==> src/hw/rtl/msq_pkg.sv <==
`default_nettype none
package msq_pkg;

  localparam int NUM_SLOTS   = 16;
  localparam int PERIOD_BITS = 24;
  localparam int MAX_RESULTS = 16;

  localparam int SLOT_W   = 4;
  localparam int PERIOD_W = 24;
  localparam int TIME_W   = 32;

  localparam int IDX_W = (NUM_SLOTS > 1) ? $clog2(NUM_SLOTS) : 1;
  localparam int CNT_W = $clog2(MAX_RESULTS + 1);

  localparam logic CMD_ARM  = 1'b0;
  localparam logic CMD_TICK = 1'b1;

  typedef logic [IDX_W-1:0] idx_t;

  typedef struct packed {
    logic arm;
    logic start;
    logic take;
    logic advance;
    logic emit_last;
  } msq_cmd_t;

  typedef struct packed {
    logic due;
    logic at_end;
    logic pend_valid;
    logic out_free;
  } msq_stat_t;

endpackage
`default_nettype wire

==> src/hw/rtl/msq_if.sv <==
`default_nettype none
interface msq_req_if;
  import msq_pkg::*;
  logic                valid;
  logic                ready;
  logic                command;
  logic [SLOT_W-1:0]   slot;
  logic                periodic;
  logic [PERIOD_W-1:0] period_ms;
  modport source (output valid, command, slot, periodic, period_ms, input ready);
  modport sink (input valid, command, slot, periodic, period_ms, output ready);
endinterface

interface msq_rsp_if;
  import msq_pkg::*;
  logic              valid;
  logic              ready;
  logic [SLOT_W-1:0] expired_slot;
  logic              last;
  modport source (output valid, expired_slot, last, input ready);
  modport sink (input valid, expired_slot, last, output ready);
endinterface
`default_nettype wire

==> src/hw/rtl/msq_datapath.sv <==
`default_nettype none
module msq_datapath (
  input  logic                                clk,
  input  logic                                rst,
  input  msq_pkg::msq_cmd_t                   cmd,
  output msq_pkg::msq_stat_t                  stat,
  input  logic [msq_pkg::SLOT_W-1:0]          arm_slot,
  input  logic                                arm_periodic,
  input  logic [msq_pkg::PERIOD_W-1:0]        arm_period,
  output logic                                rsp_valid,
  input  logic                                rsp_ready,
  output logic [msq_pkg::SLOT_W-1:0]          rsp_slot,
  output logic                                rsp_last
);
  import msq_pkg::*;

  logic [TIME_W-1:0]      now;
  idx_t                   idx;
  idx_t                   idx_next;
  idx_t                   rd_addr;
  logic [CNT_W-1:0]       found;
  logic [NUM_SLOTS-1:0]   armed;
  logic                   pend_valid;
  idx_t                   pend_idx;

  logic [TIME_W-1:0]      deadline_mem [NUM_SLOTS];
  logic [PERIOD_BITS:0]   mode_mem [NUM_SLOTS];
  logic [TIME_W-1:0]      rd_deadline;
  logic [PERIOD_BITS:0]   rd_mode;

  logic                   arm_hit;
  idx_t                   arm_idx;
  logic [PERIOD_BITS-1:0] arm_len;
  logic [TIME_W-1:0]      diff;
  logic                   past;
  logic                   rearm;
  logic                   wr_en;
  idx_t                   wr_addr;
  logic [TIME_W-1:0]      wr_data;
  logic                   load_out;

  always_comb begin
    arm_idx  = IDX_W'(arm_slot);
    arm_len  = PERIOD_BITS'(arm_period);
    arm_hit  = cmd.arm && (32'(arm_slot) < 32'(NUM_SLOTS));
    idx_next = cmd.advance ? idx + IDX_W'(1) : idx;
    rd_addr  = cmd.start ? '0 : idx_next;
    diff     = now - rd_deadline;
    past     = (diff != '0) && !diff[TIME_W-1];
    rearm    = cmd.take && rd_mode[PERIOD_BITS];
    load_out = (cmd.take && pend_valid) || cmd.emit_last;

    stat.due        = armed[idx] && past && (32'(found) < 32'(MAX_RESULTS));
    stat.at_end     = (idx == IDX_W'(NUM_SLOTS - 1));
    stat.pend_valid = pend_valid;
    stat.out_free   = !rsp_valid || rsp_ready;

    wr_en   = arm_hit || rearm;
    wr_addr = arm_hit ? arm_idx : idx;
    wr_data = arm_hit ? now + TIME_W'(arm_len)
                      : now + TIME_W'(rd_mode[PERIOD_BITS-1:0]);
  end

  always_ff @(posedge clk) begin
    if (wr_en) begin
      deadline_mem[wr_addr] <= wr_data;
    end
    if (arm_hit) begin
      mode_mem[arm_idx] <= {arm_periodic, arm_len};
    end
    rd_deadline <= deadline_mem[rd_addr];
    rd_mode     <= mode_mem[rd_addr];
  end

  always_ff @(posedge clk) begin
    if (rst) begin
      now        <= '0;
      idx        <= '0;
      found      <= '0;
      armed      <= '0;
      pend_valid <= 1'b0;
      rsp_valid  <= 1'b0;
    end else begin
      if (cmd.start) begin
        now   <= now + TIME_W'(1);
        idx   <= '0;
        found <= '0;
      end else begin
        idx <= idx_next;
      end
      if (arm_hit) begin
        armed[arm_idx] <= 1'b1;
      end
      if (cmd.take) begin
        found <= found + CNT_W'(1);
        if (!rd_mode[PERIOD_BITS]) begin
          armed[idx] <= 1'b0;
        end
      end
      if (cmd.take) begin
        pend_valid <= 1'b1;
      end else if (cmd.emit_last) begin
        pend_valid <= 1'b0;
      end
      if (load_out) begin
        rsp_valid <= 1'b1;
      end else if (rsp_ready) begin
        rsp_valid <= 1'b0;
      end
    end
  end

  always_ff @(posedge clk) begin
    if (cmd.take) begin
      pend_idx <= idx;
    end
    if (load_out) begin
      rsp_slot <= SLOT_W'(pend_idx);
      rsp_last <= cmd.emit_last;
    end
  end

`ifndef ASSERT_OFF
  a_take_no_overwrite: assert property (@(posedge clk) disable iff (rst)
    cmd.take |-> (!pend_valid || !rsp_valid || rsp_ready))
    else $error("expiry overwrites an unconsumed result");

  a_last_needs_pending: assert property (@(posedge clk) disable iff (rst)
    cmd.emit_last |-> pend_valid)
    else $error("final expiry released with nothing pending");

  a_start_clean: assert property (@(posedge clk) disable iff (rst)
    cmd.start |=> (idx == '0) && (found == '0) && !pend_valid)
    else $error("scan starts with stale state");
`endif

endmodule
`default_nettype wire

==> src/hw/rtl/msq_ctrl.sv <==
`default_nettype none
module msq_ctrl (
  input  logic                clk,
  input  logic                rst,
  input  logic                req_valid,
  input  logic                req_tick,
  output logic                req_ready,
  input  msq_pkg::msq_stat_t  stat,
  output msq_pkg::msq_cmd_t   cmd
);
  import msq_pkg::*;

  typedef enum logic [2:0] {
    ST_IDLE  = 3'b001,
    ST_SCAN  = 3'b010,
    ST_FLUSH = 3'b100
  } state_t;

  state_t state;
  state_t state_next;

  always_comb begin
    cmd        = '0;
    state_next = state;
    req_ready  = (state == ST_IDLE);
    case (state)
      ST_IDLE: begin
        if (req_valid) begin
          if (req_tick) begin
            cmd.start  = 1'b1;
            state_next = ST_SCAN;
          end else begin
            cmd.arm = 1'b1;
          end
        end
      end
      ST_SCAN: begin
        if (stat.due) begin
          if (!stat.pend_valid || stat.out_free) begin
            cmd.take    = 1'b1;
            cmd.advance = 1'b1;
          end
        end else begin
          cmd.advance = 1'b1;
        end
        if (cmd.advance && stat.at_end) begin
          state_next = ST_FLUSH;
        end
      end
      ST_FLUSH: begin
        if (!stat.pend_valid) begin
          state_next = ST_IDLE;
        end else if (stat.out_free) begin
          cmd.emit_last = 1'b1;
          state_next    = ST_IDLE;
        end
      end
      default: begin
        state_next = ST_IDLE;
      end
    endcase
  end

  always_ff @(posedge clk) begin
    if (rst) begin
      state <= ST_IDLE;
    end else begin
      state <= state_next;
    end
  end

`ifndef ASSERT_OFF
  a_flush_done: assert property (@(posedge clk) disable iff (rst)
    (state == ST_FLUSH) && !stat.pend_valid |=> (state == ST_IDLE))
    else $error("flush does not return to idle");

  a_stall_holds: assert property (@(posedge clk) disable iff (rst)
    (state == ST_SCAN) && stat.due && stat.pend_valid && !stat.out_free
      |-> !cmd.advance && !cmd.take)
    else $error("scan advances past a blocked expiry");

  a_tick_starts_scan: assert property (@(posedge clk) disable iff (rst)
    cmd.start |=> (state == ST_SCAN))
    else $error("tick request does not start a scan");
`endif

endmodule
`default_nettype wire

==> src/hw/rtl/multi_slot_timer_queue.sv <==
`default_nettype none
// Arm request: accepted while idle, no result.
// Tick request: a setup step, then one slot per cycle through the slot memory read port
// unless a blocked expiry stalls the scan, then a final release step.
// An expiry leaves once the next due slot or the end of the scan is found.
// Reset (synchronous, active high) clears the clock, armed bits and output valid;
// slot memories are not cleared.
module multi_slot_timer_queue (
  input  logic      clk,
  input  logic      rst,
  msq_req_if.sink   req,
  msq_rsp_if.source rsp
);
  import msq_pkg::*;

  msq_cmd_t  cmd;
  msq_stat_t stat;
  logic      req_tick;

  assign req_tick = (req.command == CMD_TICK);

  msq_ctrl u_ctrl (
    .clk       (clk),
    .rst       (rst),
    .req_valid (req.valid),
    .req_tick  (req_tick),
    .req_ready (req.ready),
    .stat      (stat),
    .cmd       (cmd)
  );

  msq_datapath u_datapath (
    .clk          (clk),
    .rst          (rst),
    .cmd          (cmd),
    .stat         (stat),
    .arm_slot     (req.slot),
    .arm_periodic (req.periodic),
    .arm_period   (req.period_ms),
    .rsp_valid    (rsp.valid),
    .rsp_ready    (rsp.ready),
    .rsp_slot     (rsp.expired_slot),
    .rsp_last     (rsp.last)
  );

endmodule
`default_nettype wire
==> src/flat_wrapper.sv <==
// flat-port wrapper written by rule: the top's interface ports become plain ports
module multi_slot_timer_queue_flat import msq_pkg::*;
  (clk, rst, req_valid, req_command, req_slot, req_periodic, req_period_ms, req_ready, rsp_valid, rsp_expired_slot, rsp_last, rsp_ready);
  msq_req_if req_i ();
  msq_rsp_if rsp_i ();
  input  logic clk;
  input  logic rst;
  input wire logic [$bits(req_i.valid)-1:0] req_valid;
  input wire logic [$bits(req_i.command)-1:0] req_command;
  input wire logic [$bits(req_i.slot)-1:0] req_slot;
  input wire logic [$bits(req_i.periodic)-1:0] req_periodic;
  input wire logic [$bits(req_i.period_ms)-1:0] req_period_ms;
  output wire logic [$bits(req_i.ready)-1:0] req_ready;
  output wire logic [$bits(rsp_i.valid)-1:0] rsp_valid;
  output wire logic [$bits(rsp_i.expired_slot)-1:0] rsp_expired_slot;
  output wire logic [$bits(rsp_i.last)-1:0] rsp_last;
  input wire logic [$bits(rsp_i.ready)-1:0] rsp_ready;
  assign req_i.valid = req_valid;
  assign req_i.command = req_command;
  assign req_i.slot = req_slot;
  assign req_i.periodic = req_periodic;
  assign req_i.period_ms = req_period_ms;
  assign req_ready = req_i.ready;
  assign rsp_valid = rsp_i.valid;
  assign rsp_expired_slot = rsp_i.expired_slot;
  assign rsp_last = rsp_i.last;
  assign rsp_i.ready = rsp_ready;
  multi_slot_timer_queue u_core (.clk(clk), .rst(rst), .req(req_i), .rsp(rsp_i));
endmodule
==> config.mk <==
export PLATFORM = sky130hd
export DESIGN_NAME = multi_slot_timer_queue_flat
export DESIGN_NICKNAME = d
export VERILOG_FILES = /design/src/hw/rtl/msq_pkg.sv /design/src/hw/rtl/msq_if.sv /design/src/hw/rtl/msq_datapath.sv /design/src/hw/rtl/msq_ctrl.sv /design/src/hw/rtl/multi_slot_timer_queue.sv /design/src/flat_wrapper.sv
export SDC_FILE = /design/constraint.sdc
export NUM_CORES = 1
export LEC_CHECK = 0
export BUFFER_PORTS_ARGS = -buffer_cell sky130_fd_sc_hd__buf_2
export CAP_MARGIN = 20
export CELL_PAD_IN_SITES_DETAIL_PLACEMENT = 0
export CELL_PAD_IN_SITES_GLOBAL_PLACEMENT = 1
export CORE_ASPECT_RATIO = 1.4
export CORE_MARGIN = 8
export CORE_UTILIZATION = 49
export CTS_CLUSTER_SIZE = 12
export DETAILED_ROUTE_END_ITERATION = 8
export GPL_TIMING_DRIVEN = 0
export HOLD_SLACK_MARGIN = 0.02
export PLACE_DENSITY_LB_ADDON = 0.1
export SLEW_MARGIN = 20
export SYNTH_ARGS = -nofsm -noshare
export SYNTH_HDL_FRONTEND = slang
export SYNTH_SLANG_ARGS = --single-unit
==> constraint.sdc <==
create_clock -name clk -period 6.2 [get_ports clk]
set_input_delay 0.62 -clock clk [delete_from_list [all_inputs] [get_ports clk]]
set_output_delay 0.62 -clock clk [all_outputs]
set_load 0.005 [all_outputs]
==> results of run 1 <==
## power groups by stage
stage | clock (mW) | combinational (mW) | sequential (mW)
after global routing | 6.15 | 0.494 | 7.71
after CTS | 5.91 | 0.458 | 7.71
after floorplan | 0 | 0.225 | 7.85
after detailed placement | 0 | 0.456 | 7.86
after global placement | 0 | 0.415 | 7.86
final | 5.81 | 0.460 | 7.71
## critical path, stage by stage, from the launching register on
cell      delay [ns]
dfxtp_1         0.42
inv_1           0.07
ha_1            0.23
fa_1            0.41
nand2b_1        0.21
a21oi_2         0.27
o21ai_4         0.16
a211oi_4        0.36
a21oi_1         0.15
o31ai_1         0.40
a2111o_1        0.28
nor4_4          0.06
buf_4           0.18
buf_4           0.17
nor3_1          0.61
nand2_1         0.26
o41a_1          0.55
nor2_4          0.68
buf_12          0.29
## how the worst min path moves through the flow
stage                                        from                       endpoint  depth (start not counted)
floorplan           u_core.u_datapath.pend_idx[0]  u_core.u_datapath.rsp_slot[0]                          0
global route                            rsp_ready    u_core.u_datapath.rsp_valid                          3
finish                                  rsp_ready    u_core.u_datapath.rsp_valid                          3
detailed placement  u_core.u_datapath.pend_idx[0]  u_core.u_datapath.rsp_slot[0]                          0
CTS                                     rsp_ready    u_core.u_datapath.rsp_valid                          3
global placement    u_core.u_datapath.pend_idx[1]  u_core.u_datapath.rsp_slot[1]                          0
## layer usage
layer  vias up  GRT usage  share of wire
met2       723      0.448           0.53
met3       243     0.0331          0.045
met5         -          0        0.00032
met4         6     0.0996          0.041
met1     13345      0.278           0.38
li1      12054          -              -
## state kept, by name, summed over array words and instances (netlist names), 4 cells and up
name,cells
u_core.u_datapath.armed,16
u_core.u_datapath.deadline_mem,512
u_core.u_datapath.found,5
u_core.u_datapath.idx,4
u_core.u_datapath.mode_mem,400
u_core.u_datapath.now,32
u_core.u_datapath.pend_idx,4
u_core.u_datapath.rd_deadline,32
u_core.u_datapath.rd_mode,25
u_core.u_datapath.rsp_slot,4
## cells in the mapped netlist (6+ instances only)
cell | count | area (sq um)
ha_1 | 61 | 763
and3_1 | 33 | 206
nand4_1 | 23 | 144
or4_1 | 13 | 97.6
nand3_1 | 128 | 641
and2_1 | 7 | 43.8
xor2_1 | 37 | 324
nor2b_1 | 12 | 75.1
mux2_2 | 7 | 78.8
dfxtp_1 | 119 | 2380
o22a_1 | 44 | 385
a21o_1 | 18 | 135
o22ai_1 | 73 | 457
o31ai_1 | 8 | 60.1
or2_2 | 6 | 37.5
o21bai_1 | 11 | 82.6
o21ai_0 | 35 | 175
nor2_1 | 149 | 559
or3_1 | 9 | 56.3
mux2i_1 | 461 | 4610
nand2_1 | 378 | 1420
o21a_1 | 13 | 97.6
nor3_1 | 25 | 125
a211oi_1 | 21 | 158
buf_2 | 61 | 305
nand2b_1 | 19 | 119
edfxtp_1 | 921 | 27700
xnor2_1 | 25 | 219
buf_1 | 7 | 26.3
buf_6 | 6 | 67.6
a21oi_1 | 68 | 340
a31oi_1 | 49 | 307
o211ai_1 | 6 | 45.0
clkbuf_1 | 76 | 285
inv_1 | 56 | 210
## stage by stage
step	total power, mW	setup WS (ns)	instances
5_1_grt	14.4	0.00453	4528
2_1_floorplan	8.08	1.17	3080
6_report	14.0	0.102	4529
3_3_place_gp	8.28	-1.76	4297
4_1_cts	14.1	0.00493	4527
3_5_place_dp	8.31	-1.24	4345
## layout make-up
cell class / count / area (sq um)
Timing Repair Buffer: 89 / 1030
Inverter: 56 / 210
Clock buffer: 166 / 2910
Antenna cell: 1 / 2.50
Sequential cell: 1040 / 30000
Fill cell: 7158 / 38400
Multi-Input combinational cell: 1834 / 13300
Buffer: 149 / 797
Tap cell: 1179 / 1480
Clock inverter: 15 / 164
## logic make-up after synthesis
group | Yosys count | share of synthesized area
multiplexers | 474 | 0.110
XOR/XNOR | 62 | 0.0124
flip-flops | 1040 | 0.688
buffers and inverters | 206 | 0.0205
AO/OA/AOI/OAI | 408 | 0.0650
AND/OR/NAND/NOR | 827 | 0.0857
adder cells (fa/ha/maj) | 63 | 0.0184
## timing repair
action,CTS,global route
buffers inserted,2,1
cloned,0,0
hold endpoints to repair,0,0
pin swaps,1,1
resized for setup,32,67
endpoints found under the setup margin,154,233
==> metrics.md, run 1 <==
| Metric | Value |
|---|---|
| Gr usage total | 0.242 |
| Post-layout util | 0.565 |
| Worst Setup EP | u_core.u_datapath.deadline_mem[9][25] |
| Crit share post-route | 0.984 |
| Switching share of total power | 0.207 |
| Leak | 16.4 nW |
| Via Count | 26371 |
| Crit. Startpoint | u_core.u_datapath.now[0] |
| Layout cells sized above 1 | 0.124 |
| Chip width | 268 microns |
| Max VDD drop | 0.262 mV |
| Worst-margin pin slew | 1.06 ns |
| WP data arrival | 6.46 ns |
| Clk pwr share | 0.416 |
| DP HPWL | 87100 microns |
| Cell Rows | 129 |
| Crit start category | flip-flop |
| Peak Freq | 164 MHz |
| H-tree levels | 3 |
| Seq pwr share | 0.551 |
| Critical path data required time | 6.56 ns |
| Worst slew margin | 0.288 |
| Netlist Area Pre-Place | 43700 sq um |
| Predominant post-synthesis flop cell | edfxtp_1 |
| Hold Vio Cnt, Final | 0 |
| Slew Limit Fails | 0 |
| Sw Pwr | 2.90 mW |
| RSZ-0062 raised after global routing | no |
| Initial antenna violation count | 4 |
| Nature of the critical path endpoint | flip-flop |
| Die Height | 369 microns |
| Design internal power | 11.1 mW |
| Design Area, Final | 49900 sq um |
| YS warnings | 0 |
| WS Path Type | reg -> reg |
| Vias per cell | 5.82 |
| Clk_lat worst skew | 0.68 ns |
| Overflow after GRT | 0 |
| Vias in the first global route | 27025 |
| Worst hold margin | 0.247 ns |
| PortBufs | 38 |
| TNS Setup | 0 ns |
| Min cycle time layout | 6.10 ns |
| Core area | 88300 sq um |
| Starting Density | 0.495 |
| Reg2Reg Depth | 18 |
| CTS tree | yes |
| Antenna-violating nets left | 0 |
| RR Startpoint | u_core.u_datapath.now[0] |
| Cell count after synthesis | 3080 |
| Status | completed |
| Initial DRC count | 1867 |
| Cell Pwr Density | 280 nW/um^2 |
| Drt drc | 0 |
| Nets | 3369 |
| Detailed-route wire length | 121000 microns |
| Post-Place Cell Area | 46500 sq um |
| Final setup violating endpoints | 0 |
| Syn_area_per_cell | 14.2 sq um |
| Reg clk slew, reported paths | 0.06 ns |
| Hold WC Path Type | in -> reg |
| Count of cell types in the netlist | 81 |
| Mapped Nets | 3177 |
| Pin count of the biggest net entering global routing | 23 |
| GPL Wtd Cong | 0.843 |
| Number of I/O pins | 41 |
| Max Clock Skew | 0.0233 ns |
| Area Growth Syn to Fin | 14.2% |
| Sequential area share after synthesis | 0.688 |
| CTS buffer count | 102 |
| Number of max-cap violations | 0 |
| Die area | 99100 sq um |
| Hold-fix buffers, CTS | 0 |
| Wire per inst | 26.7 microns |
| Gate power share | 0.033 |
| R2R Setup Slk | 0.10 ns |
| R2r endpoint | u_core.u_datapath.deadline_mem[9][25] |
| Clk sinks | 1040 |
| Commonest non-fill, non-tap cells in the layout | edfxtp_1 (921), mux2i_1 (461), nand2_1 (376) |
| Flops & latches, synth | 1040 |
| Max Fanout on Critical Path | 19 |
| EDFF count, synth | 921 |
| Most common cell after layout, fill and taps aside | edfxtp_1 |
| Root buffer cell | clkbuf_16 |
| Clock buffer depth | 3 |
| Pre-antenna DRT Iters | 5 |
| First-pass GRT wire length | 176000 microns |
| Ys async rst share | 0 |
(Power assumes the default switching activity.)
==> run 2, diff against run 1 <==
GPL_TIMING_DRIVEN = not set   (was 0)
SETUP_SLACK_MARGIN = 0.5   (was not set)
==> run 2 against run 1 <==
Against the previous run: combinational power is essentially flat; clock skew shrank 0.0017 ns; final cell count fell by 1.1%; count of clock-buffer cells in the layout decreased by 4; hold slack improved by 0.033 ns; power decreased by 0.62%; wire length is 0.87% lower; core utilization barely moved; critical endpoint is now u_core.u_datapath.rd_deadline[16]; highest routed layer unchanged.
==> metrics.md, run 2 (synthesis results as in run 1) <==
| Metric | Value |
|---|---|
| Chip width | 268 microns (unchanged) |
| Antenna-violating nets left | 0 (unchanged) |
| Root buffer cell | clkbuf_16 (unchanged) |
| RSZ-0062 raised after global routing | no (unchanged) |
| Number of flip-flops in the largest register | 512 (unchanged) |
| Max VDD drop | 0.304 mV (was 0.262 mV) |
| Number of I/O pins | 41 (unchanged) |
| GPL Wtd Cong | 0.869 (was 0.843) |
| WP data arrival | 6.01 ns (was 6.46 ns) |
| Largest Register | u_core.u_datapath.deadline_mem (unchanged) |
| Die area | 99100 sq um (unchanged) |
| Bufs and invs on worst path | 5 (was 4) |
| Reg clk slew, reported paths | 0.06 ns (about the same) |
| Design internal power | 11.0 mW (was 11.1 mW) |
| Cell Chain, Critical Path | inv_1, ha_1, fa_1, nand2b_1, a21oi_4, o21ai_4, a211oi_4, a211o_1, o211ai_1, or4b_4, nor4_4, buf_4, buf_4, mux2i_2, and2_4, buf_12, buf_16, mux2i_1, o22ai_1, or4_1 (was inv_1, ha_1, fa_1, nand2b_1, a21oi_2, o21ai_4, a211oi_4, a21oi_1, o31ai_1, a2111o_1, nor4_4, buf_4, buf_4, nor3_1, nand2_1, o41a_1, nor2_4, buf_12) |
| Clk_lat worst skew | 0.67 ns (was 0.68 ns) |
| Seq pwr share | 0.555 (was 0.551) |
| Max Fanout on Critical Path | 19 (unchanged) |
| Pin count of the biggest net entering global routing | 63 (was 23) |
| PortBufs | 40 (was 38) |
| Slew Limit Fails | 0 (unchanged) |
| Via Count | 26236 (was 26371) |
| CP top delay family | simple AND/OR/NAND/NOR gates (was compound AO/OA/AOI/OAI gates) |
| Min cycle time layout | 5.49 ns (was 6.10 ns) |
| H-tree levels | 3 (unchanged) |
| Crit share post-route | 0.885 (was 0.984) |
| Clk pwr share | 0.412 (was 0.416) |
| Worst hold margin | 0.280 ns (was 0.247 ns) |
| Crit. Startpoint | u_core.u_datapath.now[0] (unchanged) |
| Layout cells sized above 1 | 0.122 (was 0.124) |
| Total Power | 13.9 mW (was 14.0 mW) |
| Peak Freq | 182 MHz (was 164 MHz) |
| Final setup violating endpoints | 0 (unchanged) |
| DP HPWL | 72300 microns (was 87100 microns) |
| CP max stage cell | or4_1 (was nor2_4) |
| Hold Vio Cnt, Final | 0 (unchanged) |
| Worst-margin pin slew | 1.10 ns (was 1.06 ns) |
| Starting Density | 0.495 (unchanged) |
| Critical path data required time | 6.72 ns (was 6.56 ns) |
| Die Height | 369 microns (unchanged) |
| Sw Pwr | 2.88 mW (was 2.90 mW) |
| Hold-fix buffers, CTS | 0 (unchanged) |
| Worst slew margin | 0.267 (was 0.288) |
| Cell Rows | 129 (unchanged) |
| RR Startpoint | u_core.u_datapath.now[0] (unchanged) |
| Area Growth Syn to Fin | 14.2% (about the same) |
| CTS buffer count | 101 (was 102) |
| Detailed-route wire length | 120000 microns (was 121000 microns) |
| Overflow after GRT | 0 (unchanged) |
| Max Clock Skew | 0.0216 ns (was 0.0233 ns) |
| Multi-input gate area | 13200 sq um (was 13300 sq um) |
| Post-Place Cell Area | 46500 sq um (about the same) |
| Clock buffer depth | 3 (unchanged) |
| Initial antenna violation count | 6 (was 4) |
| Gr usage total | 0.238 (was 0.242) |
| Reg2Reg Depth | 20 (was 18) |
| Status | completed (unchanged) |
| WS Path Type | reg -> reg (unchanged) |
| Crit start category | flip-flop (unchanged) |
| Nets | 3312 (was 3369) |
| Wire per inst | 26.8 microns (was 26.7 microns) |
| Commonest non-fill, non-tap cells in the layout | edfxtp_1 (921), mux2i_1 (460), nand2_1 (375) (was edfxtp_1 (921), mux2i_1 (461), nand2_1 (376)) |
| Most common cell after layout, fill and taps aside | edfxtp_1 (unchanged) |
| CTS tree | yes (unchanged) |
| Pre-antenna DRT Iters | 5 (unchanged) |
| Switching share of total power | 0.207 (about the same) |
| First-pass GRT wire length | 174000 microns (was 176000 microns) |
| PnR worst setup slack | 0.710 ns (was 0.102 ns) |
| Design Area, Final | 49900 sq um (about the same) |
| Filler cells | 7166 (was 7158) |
| Nature of the critical path endpoint | flip-flop (unchanged) |
| Top flop regs | u_core.u_datapath.deadline_mem: 512 flops, u_core.u_datapath.mode_mem: 400 flops (unchanged) |
| Clk sinks | 1040 (unchanged) |
| Number of max-cap violations | 0 (unchanged) |
| Core area | 88300 sq um (unchanged) |
| Crit-path most repeated cell | buf_4 (unchanged) |
| TNS Setup | 0 ns (unchanged) |
| Dpl ws | 0.335 ns (was -1.24 ns) |
| Initial DRC count | 1946 (was 1867) |
| Hold WC Path Type | in -> reg (unchanged) |
| Leak | 16.3 nW (was 16.4 nW) |
| Vias in the first global route | 26471 (was 27025) |
| Vias per cell | 5.86 (was 5.82) |
| R2R Setup Slk | 0.71 ns (was 0.10 ns) |
| Worst Setup EP | u_core.u_datapath.rd_deadline[16] (was u_core.u_datapath.deadline_mem[9][25]) |
| Critical path depth in cells | 20 (was 18) |
| CP max stage delay | 0.61 ns (was 0.68 ns) |
| Gate power share | 0.033 (about the same) |
| Register area | 30000 sq um (unchanged) |
| Drt drc | 0 (unchanged) |
| Cell Pwr Density | 278 nW/um^2 (was 280 nW/um^2) |
| R2r endpoint | u_core.u_datapath.rd_deadline[16] (was u_core.u_datapath.deadline_mem[9][25]) |
==> run 2: routing by layer <==
metal	track usage	vias to the layer above	wire length, microns
met3	0.0259	214	5550
met4	0.0844	4	4210
met2	0.437	743	63700
li1	-	11959	-
met5	0	-	28
met1	0.286	13316	46400
==> run 2: timing repair <==
item / CTS / global route
cloned: 1 / 3
pin swaps: 2 / 2
setup endpoints to repair: 5 / 96
setup buffers: 4 / 14
gates resized for setup: 2 / 9
==> run 2: layout make-up <==
class,count,area share
Antenna cell,4,0.000201
Sequential cell,1040,0.602
Timing Repair Buffer,180,0.0383
Multi-Input combinational cell,1836,0.265
Clock inverter,21,0.00434
Inverter,56,0.00421
Tap cell,1179,0.0296
Clock buffer,162,0.0564
==> run 2: worst min path at each step <==
stage	start	endpoint	slack, ns	cells after the start
after floorplan	u_core.u_datapath.pend_idx[0]	u_core.u_datapath.rsp_slot[0]	0.40	0
after global placement	u_core.u_datapath.pend_idx[1]	u_core.u_datapath.rsp_slot[1]	0.40	0
after detailed placement	u_core.u_datapath.pend_idx[1]	u_core.u_datapath.rsp_slot[1]	0.41	0
after CTS	rsp_ready	u_core.u_datapath.rsp_valid	0.24	3
after global routing	rsp_ready	u_core.u_datapath.rsp_valid	0.28	3
final	rsp_ready	u_core.u_datapath.rsp_valid	0.28	3
==> run 2: worst min-delay path, stage by stage <==
cell and delay, ns:
buf_2 0.09, nand2b_1 0.11, a21oi_1 0.06
==> run 2: power by group through the flow <==
stage / combinational [mW] / sequential [mW] / clock [mW]
floorplan: 0.225 / 7.85 / 0
global placement: 0.431 / 7.86 / 0
detailed placement: 0.446 / 7.86 / 0
CTS: 0.450 / 7.71 / 5.82
global route: 0.496 / 7.71 / 6.09
finish: 0.461 / 7.71 / 5.72
==> run 2: through the flow <==
step                      utilization  instances
after CTS                       0.561       4456
after global placement          0.524       4262
after floorplan                     -       3080
after detailed placement        0.526       4268
final                           0.565       4478
after global routing            0.565       4476
